File: src/hfd_pkg.sv
package hfd_pkg;

  // Longest text line that is kept; a further character drops the line.
  localparam int unsigned LINE_CHARS = 31;
  localparam int unsigned LINE_CNT_W = $clog2(LINE_CHARS + 1);

  localparam int unsigned NUM_KW = 3;

  localparam logic [7:0] START_BYTE = 8'hFE;
  localparam logic [7:0] CHAR_CR    = 8'h0D;
  localparam logic [7:0] CHAR_LF    = 8'h0A;
  localparam logic [7:0] CHAR_NUL   = 8'h00;
  localparam logic [7:0] CHAR_LC_A  = 8'h61;
  localparam logic [7:0] CHAR_LC_Z  = 8'h7A;
  localparam logic [7:0] CASE_DELTA = 8'h20;

  localparam logic OP_BYTE   = 1'b0;
  localparam logic OP_RESYNC = 1'b1;

  localparam logic [1:0] KIND_PAYLOAD = 2'd0;
  localparam logic [1:0] KIND_FRAME   = 2'd1;
  localparam logic [1:0] KIND_TEXT    = 2'd2;

  localparam logic [1:0] CMD_VERSION = 2'd0;
  localparam logic [1:0] CMD_PING    = 2'd1;
  localparam logic [1:0] CMD_SCAN    = 2'd2;
  localparam logic [1:0] CMD_UNKNOWN = 2'd3;

  // Keyword text, upper case, one row per command code.
  localparam logic [7:0] KW_TEXT [NUM_KW][8] = '{
    '{8'h56, 8'h45, 8'h52, 8'h53, 8'h49, 8'h4F, 8'h4E, 8'h00},  // VERSION
    '{8'h50, 8'h49, 8'h4E, 8'h47, 8'h00, 8'h00, 8'h00, 8'h00},  // PING
    '{8'h53, 8'h43, 8'h41, 8'h4E, 8'h00, 8'h00, 8'h00, 8'h00}   // SCAN
  };
  localparam logic [3:0] KW_LEN [NUM_KW] = '{4'd7, 4'd4, 4'd4};

  typedef struct packed {
    logic       opcode;
    logic [7:0] data_byte;
  } in_item_t;

  typedef struct packed {
    logic [1:0] result_kind;
    logic [7:0] payload_value;
    logic [7:0] target_bus;
    logic       frame_ok;
    logic       expects_reply;
    logic [7:0] frame_length;
    logic [1:0] command_code;
  } out_item_t;

endpackage

File: src/hfd_stream_if.sv
interface hfd_in_if;
  logic               valid;
  logic               ready;
  hfd_pkg::in_item_t  item;

  modport source (output valid, output item, input ready);
  modport sink (input valid, input item, output ready);
endinterface

interface hfd_out_if;
  logic               valid;
  logic               ready;
  hfd_pkg::out_item_t item;

  modport source (output valid, output item, input ready);
  modport sink (input valid, input item, output ready);
endinterface

File: src/host_frame_deframer_top.sv
// Host byte deframer with a text command line decoder on the same stream.
// in_i carries one host word per handshake: opcode selects a received byte
// or a resync that returns framing to idle and drops any partial frame or
// text line. out_o carries at most one result word per input word: a
// payload byte, a frame end (ok, length, reply expected) or a recognized
// text command (VERSION, PING, SCAN or unknown).
// A result appears on out_o in the cycle after its input word is accepted.
// Throughput: one input word per cycle unless a result stalls; the frame
// and line state updates on accept, so consecutive words need no gap.
// A single output register decouples the sides: in_i.ready is high while
// that register is empty or is being drained in the same cycle. When the
// receiver stalls with a result pending, in_i.ready drops and input holds
// until out_o.ready returns. Words that produce no result still load the
// output register: its data clears and out_o.valid stays low.
// Reset (rst_ni low, asynchronous): framing returns to idle, all counters
// and sums clear, the keyword match bits set, and out_o.valid drops.
module host_frame_deframer_top (
  input  logic      clk_i,
  input  logic      rst_ni,
  hfd_in_if.sink    in_i,
  hfd_out_if.source out_o
);

  typedef enum logic [2:0] {
    PH_IDLE    = 3'd0,
    PH_BUS     = 3'd1,
    PH_LEN     = 3'd2,
    PH_PAYLOAD = 3'd3,
    PH_CKSUM   = 3'd4,
    PH_LINE    = 3'd5
  } phase_e;

  localparam int unsigned CW = hfd_pkg::LINE_CNT_W;

  phase_e                      phase_q, phase_d;
  logic [7:0]                  bus_q, bus_d;
  logic [7:0]                  len_q, len_d;
  logic [7:0]                  pcnt_q, pcnt_d;
  logic [7:0]                  sum_q, sum_d;
  logic                        bcast_q, bcast_d;
  logic [CW-1:0]               line_cnt_q, line_cnt_d;
  logic [CW-1:0]               cmp_len_q, cmp_len_d;
  logic                        nul_q, nul_d;
  logic [hfd_pkg::NUM_KW-1:0]  match_q, match_d;
  logic                        out_valid_q, out_valid_d;
  hfd_pkg::out_item_t          out_q, out_d;

  logic                        in_fire;
  logic [7:0]                  b;
  logic                        is_term;

  // Character intake for the text line, shared by line open and line continue.
  logic                        tk_start;
  logic [CW-1:0]               tk_cnt_base, tk_cmp_base;
  logic                        tk_nul_base;
  logic [hfd_pkg::NUM_KW-1:0]  tk_match_base;
  logic [CW-1:0]               tk_cnt, tk_cmp;
  logic                        tk_nul;
  logic [hfd_pkg::NUM_KW-1:0]  tk_match;
  logic [7:0]                  up;
  logic [7:0]                  pcnt_inc;
  logic [1:0]                  cmd;

  assign in_i.ready  = !out_valid_q || out_o.ready;
  assign in_fire     = in_i.valid && in_i.ready;
  assign b           = in_i.item.data_byte;
  assign is_term     = (b == hfd_pkg::CHAR_CR) || (b == hfd_pkg::CHAR_LF);
  assign out_o.valid = out_valid_q;
  assign out_o.item  = out_q;
  assign pcnt_inc    = pcnt_q + 8'd1;

  assign up = ((b >= hfd_pkg::CHAR_LC_A) && (b <= hfd_pkg::CHAR_LC_Z)) ?
              (b - hfd_pkg::CASE_DELTA) : b;

  // Open a fresh line outside the line phase; else continue the current one.
  assign tk_start      = (phase_q != PH_LINE);
  assign tk_cnt_base   = tk_start ? '0 : line_cnt_q;
  assign tk_cmp_base   = tk_start ? '0 : cmp_len_q;
  assign tk_nul_base   = tk_start ? 1'b0 : nul_q;
  assign tk_match_base = tk_start ? '1 : match_q;

  always_comb begin
    tk_cnt   = tk_cnt_base + CW'(1);
    tk_cmp   = tk_cmp_base;
    tk_nul   = tk_nul_base;
    tk_match = tk_match_base;
    if (!tk_nul_base) begin
      if (b == hfd_pkg::CHAR_NUL) begin
        tk_nul = 1'b1;
      end else begin
        for (int k = 0; k < hfd_pkg::NUM_KW; k++) begin
          if ((tk_cmp_base >= CW'(hfd_pkg::KW_LEN[k])) ||
              (hfd_pkg::KW_TEXT[k][tk_cmp_base[2:0]] != up)) begin
            tk_match[k] = 1'b0;
          end
        end
        tk_cmp = tk_cmp_base + CW'(1);
      end
    end
  end

  // First keyword whose match bit survived and whose length was reached.
  always_comb begin
    cmd = hfd_pkg::CMD_UNKNOWN;
    for (int k = hfd_pkg::NUM_KW - 1; k >= 0; k--) begin
      if (match_q[k] && (cmp_len_q == CW'(hfd_pkg::KW_LEN[k]))) begin
        cmd = 2'(k);
      end
    end
  end

  always_comb begin
    phase_d     = phase_q;
    bus_d       = bus_q;
    len_d       = len_q;
    pcnt_d      = pcnt_q;
    sum_d       = sum_q;
    bcast_d     = bcast_q;
    line_cnt_d  = line_cnt_q;
    cmp_len_d   = cmp_len_q;
    nul_d       = nul_q;
    match_d     = match_q;
    out_d       = out_q;
    out_valid_d = out_valid_q && !out_o.ready;

    if (in_fire) begin
      out_d       = '0;
      out_valid_d = 1'b0;
      if (in_i.item.opcode == hfd_pkg::OP_RESYNC) begin
        phase_d = PH_IDLE;
      end else begin
        unique case (phase_q)
          PH_BUS: begin
            bus_d   = b;
            phase_d = PH_LEN;
          end
          PH_LEN: begin
            len_d   = b;
            pcnt_d  = '0;
            bcast_d = 1'b0;
            sum_d   = bus_q + b;
            phase_d = (b == 8'd0) ? PH_CKSUM : PH_PAYLOAD;
          end
          PH_PAYLOAD: begin
            if ((pcnt_q == 8'd2) && (b == hfd_pkg::START_BYTE)) begin
              bcast_d = 1'b1;
            end
            pcnt_d = pcnt_inc;
            sum_d  = sum_q + b;
            if (pcnt_inc >= len_q) begin
              phase_d = PH_CKSUM;
            end
            out_d.result_kind   = hfd_pkg::KIND_PAYLOAD;
            out_d.payload_value = b;
            out_d.target_bus    = bus_q;
            out_valid_d         = 1'b1;
          end
          PH_CKSUM: begin
            out_d.result_kind   = hfd_pkg::KIND_FRAME;
            out_d.target_bus    = bus_q;
            out_d.frame_ok      = (b == sum_q) && (bus_q <= 8'd1);
            out_d.expects_reply = !bcast_q;
            out_d.frame_length  = len_q;
            out_valid_d         = 1'b1;
            phase_d             = PH_IDLE;
          end
          PH_LINE: begin
            if (is_term) begin
              // Close the line; an empty compare (leading NUL) emits nothing.
              phase_d = PH_IDLE;
              if (cmp_len_q != '0) begin
                out_d.result_kind  = hfd_pkg::KIND_TEXT;
                out_d.command_code = cmd;
                out_valid_d        = 1'b1;
              end
            end else if (line_cnt_q < CW'(hfd_pkg::LINE_CHARS)) begin
              line_cnt_d = tk_cnt;
              cmp_len_d  = tk_cmp;
              nul_d      = tk_nul;
              match_d    = tk_match;
            end else begin
              // Overflow: drop the line and consume this byte.
              phase_d = PH_IDLE;
            end
          end
          default: begin
            if (b == hfd_pkg::START_BYTE) begin
              phase_d = PH_BUS;
            end else if (!is_term) begin
              line_cnt_d = tk_cnt;
              cmp_len_d  = tk_cmp;
              nul_d      = tk_nul;
              match_d    = tk_match;
              phase_d    = PH_LINE;
            end else begin
              phase_d = PH_IDLE;
            end
          end
        endcase
      end
    end
  end

  always_ff @(posedge clk_i or negedge rst_ni) begin
    if (!rst_ni) begin
      phase_q     <= PH_IDLE;
      bus_q       <= '0;
      len_q       <= '0;
      pcnt_q      <= '0;
      sum_q       <= '0;
      bcast_q     <= 1'b0;
      line_cnt_q  <= '0;
      cmp_len_q   <= '0;
      nul_q       <= 1'b0;
      match_q     <= '1;
      out_valid_q <= 1'b0;
    end else begin
      phase_q     <= phase_d;
      bus_q       <= bus_d;
      len_q       <= len_d;
      pcnt_q      <= pcnt_d;
      sum_q       <= sum_d;
      bcast_q     <= bcast_d;
      line_cnt_q  <= line_cnt_d;
      cmp_len_q   <= cmp_len_d;
      nul_q       <= nul_d;
      match_q     <= match_d;
      out_valid_q <= out_valid_d;
    end
  end

  always_ff @(posedge clk_i) begin
    out_q <= out_d;
  end

  // Compared text never runs ahead of the stored character count.
  a_cmp_le_cnt: assert property (@(posedge clk_i) disable iff (!rst_ni)
    cmp_len_q <= line_cnt_q)
    else $error("compare length exceeds line count");

  // Once a NUL is in the line, the count is strictly ahead of the compare.
  a_nul_gap: assert property (@(posedge clk_i) disable iff (!rst_ni)
    (phase_q == PH_LINE) && nul_q |-> line_cnt_q > cmp_len_q)
    else $error("NUL seen without a stored NUL character");

  // The payload phase is left before the count reaches the declared length.
  a_pcnt_bound: assert property (@(posedge clk_i) disable iff (!rst_ni)
    phase_q == PH_PAYLOAD |-> pcnt_q < len_q)
    else $error("payload count reached length while still in payload");

  // An accepted resync always lands in idle.
  a_resync_idle: assert property (@(posedge clk_i) disable iff (!rst_ni)
    in_fire && (in_i.item.opcode == hfd_pkg::OP_RESYNC) |=> phase_q == PH_IDLE)
    else $error("resync did not return to idle");

  // A pending result that is not taken blocks further input.
  a_stall_blocks: assert property (@(posedge clk_i) disable iff (!rst_ni)
    out_valid_q && !out_o.ready |-> !in_i.ready)
    else $error("input accepted over a stalled result");

endmodule
File: src/flat_wrapper.sv
// flat-port wrapper written by rule: the top's interface ports become plain ports
module host_frame_deframer_top_flat 
  (clk_i, rst_ni, in_i_valid, in_i_item, in_i_ready, out_o_valid, out_o_item, out_o_ready);
  hfd_in_if in_i_i ();
  hfd_out_if out_o_i ();
  input  logic clk_i;
  input  logic rst_ni;
  input wire logic [$bits(in_i_i.valid)-1:0] in_i_valid;
  input wire logic [$bits(in_i_i.item)-1:0] in_i_item;
  output wire logic [$bits(in_i_i.ready)-1:0] in_i_ready;
  output wire logic [$bits(out_o_i.valid)-1:0] out_o_valid;
  output wire logic [$bits(out_o_i.item)-1:0] out_o_item;
  input wire logic [$bits(out_o_i.ready)-1:0] out_o_ready;
  assign in_i_i.valid = in_i_valid;
  assign in_i_i.item = in_i_item;
  assign in_i_ready = in_i_i.ready;
  assign out_o_valid = out_o_i.valid;
  assign out_o_item = out_o_i.item;
  assign out_o_i.ready = out_o_ready;
  host_frame_deframer_top u_core (.clk_i(clk_i), .rst_ni(rst_ni), .in_i(in_i_i), .out_o(out_o_i));
endmodule
File: config.mk
export PLATFORM = sky130hd
export DESIGN_NAME = host_frame_deframer_top_flat
export DESIGN_NICKNAME = d
export VERILOG_FILES = /design/src/hfd_pkg.sv /design/src/hfd_stream_if.sv /design/src/host_frame_deframer_top.sv /design/src/flat_wrapper.sv
export SDC_FILE = /design/constraint.sdc
export NUM_CORES = 1
export LEC_CHECK = 0
export BUFFER_PORTS_ARGS = -buffer_cell sky130_fd_sc_hd__buf_4
export CAP_MARGIN = 5
export CORE_MARGIN = 1.5
export CORE_UTILIZATION = 41
export CTS_CLUSTER_DIAMETER = 100
export CTS_CLUSTER_SIZE = 20
export DETAILED_ROUTE_END_ITERATION = 8
export GPL_TIMING_DRIVEN = 0
export HOLD_SLACK_MARGIN = 0.02
export PLACE_DENSITY = 0.6
export SETUP_SLACK_MARGIN = 0.3
export SYNTH_ARGS = -nofsm -noshare
export SYNTH_HDL_FRONTEND = slang
export SYNTH_SLANG_ARGS = --single-unit
export TNS_END_PERCENT = 50
File: constraint.sdc
create_clock -name clk_i -period 3.54 [get_ports clk_i]
set_input_delay 0.177 -clock clk_i [delete_from_list [all_inputs] [get_ports clk_i]]
set_output_delay 0.177 -clock clk_i [all_outputs]
set_load 0.01 [all_outputs]
# Yosys cells after proc, flatten, opt, wreduce, memory -nomap -nowiden
# Memories as Yosys holds them, arrays and structs flattened.
# Cells that the tools add are included.
# word_totals
register_bits,81
mem_bits_ro,192
input_bits,13
output_inout_bits,32
elab_cells,160
n_memories,3
# classes
add_sub_neg,6
magnitude_cmp,8
n_eq_ne,21
n_mux,62
bitwise_logic,9
n_reduce_logical,32
# memory_table
name,words,width,read_ports,rd_ports_with_merged_regs,write_ports,line_no,text
(name not given),8,8,1,0,0,host_frame_deframer_top.sv:93,(hfd_pkg::KW_TEXT[k][tk_cmp_base[2:0]] != up)) begin
(name not given),8,8,1,0,0,host_frame_deframer_top.sv:93,
(name not given),8,8,1,0,0,host_frame_deframer_top.sv:93,
# op_table
cell,count
two-way mux 5 bit,12
two-way mux 8 bit,7
two-way mux 3 bit,14
case mux 8 bit (2 select lines),2
inequality test 8 bit,3
case mux 5 bit (2 select lines),2
two-way mux 1 bit,17
adder 8 bit,2
equality test 8 x 4 -> 1 bit (second input constant),2
case mux 3 bit (5 select lines),1
AND reduction 3 bit,4
adder 5 x 1 -> 5 bit (second input constant),2
equality test 5 x 3 -> 1 bit (second input constant),2
greater-or-equal comparator 5 x 3 -> 1 bit (second input constant),2
adder 8 x 1 -> 8 bit (second input constant),1
equality test 8 x 2 -> 1 bit (second input constant),1
equality test 8 bit,1
equality test 8 bit (second input constant),1
greater-or-equal comparator 8 x 7 -> 1 bit (second input constant),1
greater-or-equal comparator 8 bit,1
<= comparator 8 x 1 -> 1 bit (second input constant),1
<= comparator 8 x 7 -> 1 bit (second input constant),1
logical AND 1 bit,8
zero test 8 bit,1
other kinds (27),49

# Longest topological paths before layout
# depth
depth_word,14
mapped_depth,13
mapped_depth_nobuf,12

# Worst setup path after synthesis
# OpenSTA, ideal clock, no wires.
# synth_timing
path_type,reg-to-reg
start,reg u_core.phase_q[2]
end,reg u_core.sum_q[7]
setup_time_ps,94
arrival_ps,3388
t_required_ps,3446
path_slack_ps,58
path_stages_with_launch,14
n_path_buf,2
synth_period_minus_slack_ps,3482
cell_sequence,dfrtp_1 clkbuf_1 nor2b_1 nand2_1 clkbuf_1 mux2_2 ha_1 a21oi_1 nor2b_1 a311oi_1 a21oi_1 xor2_1 mux2_2 a211oi_1
# synth_via
elab_chain_len,3
# synth_rtl
element,line_no,text
start: declaration,host_frame_deframer_top.sv:35,"phase_e phase_q, phase_d;"
start signal: assignment,host_frame_deframer_top.sv:218,phase_q <= phase_d;
equality test 3 x 2 -> 1 bit,host_frame_deframer_top.sv:132,unique case (phase_q)
nonzero test 2 bit (no line),-,
AND reduction 3 bit (no line),-,
end signal: assignment,host_frame_deframer_top.sv:222,sum_q <= sum_d;
end: declaration,host_frame_deframer_top.sv:39,"logic [7:0] sum_q, sum_d;"
# Several ways; a longest one is shown, not always the timed one.
# A chain may end at the register's enable or synchronous reset.

# Worst setup path in the final report
# layout_timing
start,reg u_core.phase_q[1]
end,reg u_core.sum_q[7]
# Same word-level chain as after synthesis.

==> results.tsv <==
stage	metric	value	unit
run_status	status	finished clean	
placement	GPL Wtd Cong	0.860	
clock_tree	clock slew at reported path FFs	0.06	ns
clock_tree	Clock Sinks	81	
worst_setup_path	Crit. path cell count	13	
clock_tree	clk buf depth	2	
routing	Remaining DRCs	0	
finish	Ant. Diodes	0	
yosys	synthesized netlist cell count	478	
hold_path	Worst Hold Path EP	u_core.out_o.valid	
worst_setup_path	crit path kind	reg -> reg	
yosys	Mean Syn Cell Area	9.86	sq um
floorplanning	Core ar.	11000	sq um
yosys	synthesized cell area	4710	sq um
yosys	EDFF count, synth	30	
yosys	Synth cell types	54	
routing	Routed WL	11.5	mm
worst_setup_path	Startpoint Class	register	
power	PD cells	678	nW/um^2
floorplanning	Die Height	110	um
worst_setup_path	worst reg2reg endpoint	u_core.sum_q[7]	
floorplanning	Starting Density	42.7	%
power	Power Total	3.82	mW
grt	grt met3 use	3.35	%
finish	Area Growth Syn to Fin	19.5	%
timing	Fmax achieved	0.310	GHz
worst_setup_path	reg2reg start	u_core.phase_q[1]	
grt	total gr overflow	0	
power	Leakage Power	2.45	nW
placement	Port Buffer Count	43	
timing	max-slew violations	0	
worst_setup_path	crit-path max cell delay	0.37	ns
worst_setup_path	WP data arrival	3.47	ns
yosys	ys flop type	dfrtp_1	
worst_setup_path	Worst EP required	3.79	ns
grt	busiest grt layer	met2	
placement	Worst Setup Slack post-DPL	-0.306	ns
placement	DP Area	5220	sq um
routing	Vias	3771	
routing	ANT nets after route	0	
yosys	ys async rst share	63.0	%
routing	WL/cell	16.8	um
grt	Global Route Usage Sum	20.4	%
finish	fin util	51.1	%
timing	Final Cycle Share	91.0	%
timing	final worst setup slack	0.317	ns
grt	M1 GR Usage	28.1	%
worst_setup_path	Most common cell on crit path	mux2_2	
worst_setup_path	CP endpoint kind	register	
yosys	Synth Register Bits	81	
routing	DRT Pass-1 Iters	5	
timing	fin crit period	3.22	ns
yosys	Post-Syn Nets	517	
hold_path	Worst Hold Class	in -> reg	
hold_path	Hold Startpoint	in_i_valid	
worst_setup_path	Top delay family on crit path	compound AO/OA/AOI/OAI gates	
yosys	synth cell count leaders	56 x nand2_1, 48 x dfrtp_1, 30 x edfxtp_1	
yosys	Synth Warn #	0	
yosys	most numerous cell in the Yosys netlist	nand2_1	
grt	initial antenna violation count	0	
yosys	Synth top area share	25.5	%
timing	Worst Tran Pin Value	1.14	ns
clock_tree	CTS root buffer	clkbuf_16	
timing	RSZ-0062 raised after global routing	yes	
clock_tree	CTS H-tree depth	3	
clock_tree	CTS tree	built	
floorplanning	IO Pins	45	
timing	Fin Setup TNS	0	ns
grt	met2 GRT Util	32.0	%
routing	vias per cell	5.52	
finish	design area	5630	sq um
worst_setup_path	R2R setup slack	0.32	ns
timing	final setup fails	0	
timing	clock skew	0.00765	ns
yosys	ranking of synthesized cells by area	dfrtp_1 25%, edfxtp_1 19%, ha_1 6.6%	
yosys	sequential area share after synthesis	46.3	%
worst_setup_path	Slowest-stage cell, CP	dfrtp_1	
yosys	cell taking the most area after synthesis	dfrtp_1	
worst_setup_path	crit-path cells	clkbuf_4, nor2b_4, nand2_4, clkbuf_8, mux2_2, ha_1, a21oi_1, nor2b_1, a311oi_2, a21oi_2, xor2_1, mux2_2, a211oi_1	
routing	Initial DRC Count	194	
grt	number of global-route vias before repair	3572	
floorplanning	Rows	38	
grt	first-pass GRT wire length	18.2	mm
timing	relative slew slack	23.3	%
placement	HPWL Detailed	8.31	mm
worst_setup_path	Crit Path Max Fanout	10	
clock_tree	worst-skew pair later-pin latency	0.35	ns
worst_setup_path	worst path buffer plus inverter count	2	
power	maximum vdd drop	0.319	mV
floorplanning	Die Wd	110	um
hold_path	hold path depth	3	
finish	layout cells sized above 1	19.0	%
clock_tree	CTS Buf Count	9	
timing	Hold Fails Final Rpt	0	
worst_setup_path	Worst R2R Path Depth	13	
grt	largest net degree at the start of global routing	52	
floorplanning	die area	12100	sq um
finish	NumNets Final	577	
run	Max-cap violations	0	
-- per-layer routing --
metal  up-vias  share of wire [%]
li1       1825                  -
met1      1858                 48
met2        72                 46
met3        16                4.1
met4         0                2.2
met5         -                  0
-- how the worst max path moves through the flow --
stage / startpoint / end / slack [ns]
2_1_floorplan: u_core.phase_q[1] / u_core.sum_q[7] / 0.31
3_3_place_gp: u_core.phase_q[1] / u_core.sum_q[7] / -0.20
3_5_place_dp: u_core.phase_q[1] / u_core.sum_q[7] / -0.31
4_1_cts: u_core.phase_q[2] / u_core.sum_q[7] / 0.33
5_1_grt: u_core.phase_q[1] / u_core.sum_q[7] / 0.18
6_report: u_core.phase_q[1] / u_core.sum_q[7] / 0.32
-- through the flow --
| step | cells | hold WS, ns |
|---|---|---|
| after floorplan | 478 | -0.119 |
| after global placement | 661 | 0.275 |
| after detailed placement | 661 | 0.280 |
| after CTS | 683 | 0.0364 |
| after global routing | 683 | 0.0704 |
| final | 683 | 0.0458 |
-- worst reg2reg max path: stages (launching register included) --
cell	delay, ns
dfrtp_1	0.37
clkbuf_4	0.19
nor2b_4	0.16
nand2_4	0.09
clkbuf_8	0.17
mux2_2	0.36
ha_1	0.34
a21oi_1	0.17
nor2b_1	0.07
a311oi_2	0.27
a21oi_2	0.13
xor2_1	0.22
mux2_2	0.36
a211oi_1	0.22
-- cells by family after synthesis --
logic type               share of synthesized area (%)
AO/OA/AOI/OAI                                     11.8
XOR/XNOR                                          5.39
buffers and inverters                             4.33
AND/OR/NAND/NOR                                   20.1
adder cells (fa/ha/maj)                           7.07
multiplexers                                      4.97
flip-flops                                        46.3
-- layout make-up --
| class | instances | area [sq um] |
|---|---|---|
| flip-flops and latches | 81 | 2180 |
| plain buffers | 26 | 131 |
| fillers | 1002 | 5400 |
| inverters | 24 | 90.1 |
| clock inverters | 5 | 78.8 |
| well taps | 140 | 175 |
| clock buffers | 11 | 243 |
| repair buffers | 49 | 370 |
| multi-input cells | 347 | 2360 |
-- placed cells by master (no fill, tap or decap), types with 4 or more instances in the layout --
master,Yosys,routed
xnor2_1,18,18
nor3_1,19,19
clkbuf_1,22,18
nand3b_1,4,4
xor2_1,11,11
nand2b_1,7,7
clkbuf_16,0,9
a31oi_1,5,5
nand3_1,18,18
a22o_1,5,5
and3_1,4,4
a21oi_1,18,17
ha_1,25,25
nor4_1,10,10
nand4_1,6,6
nand2_1,56,55
nor2_1,28,28
o21ai_0,28,28
nor2b_1,13,12
dfrtp_1,48,48
and2_1,9,9
inv_1,24,24
edfxtp_1,30,30
buf_4,0,48
a211oi_1,4,4
mux2_2,19,19
-- what timing repair did --
action / in CTS / in global routing
pin swaps: 2 / 1
setup buffers: 5 / 0
hold buffers: 1 / 0
hold endpoints to repair: 48 / 0
setup endpoints to repair: 2 / 13
gates resized for setup: 9 / 4
-- report_power, final --
part / internal, mW / switching, mW
Combinational: 0.615 / 0.773
Sequential: 1.26 / 0.152
Clock: 0.636 / 0.381
-- flip-flops by register name (all words and copies together), names as in the netlist --
register	flops
u_core.out_o.item	30
u_core.bus_q	8
u_core.len_q	8
u_core.pcnt_q	8
u_core.sum_q	8
u_core.cmp_len_q	5
u_core.line_cnt_q	5
u_core.match_q	3
u_core.phase_q	3
u_core.bcast_q	1
u_core.nul_q	1
u_core.out_o.valid	1
Note: power is estimated with default switching activity, not from simulation.
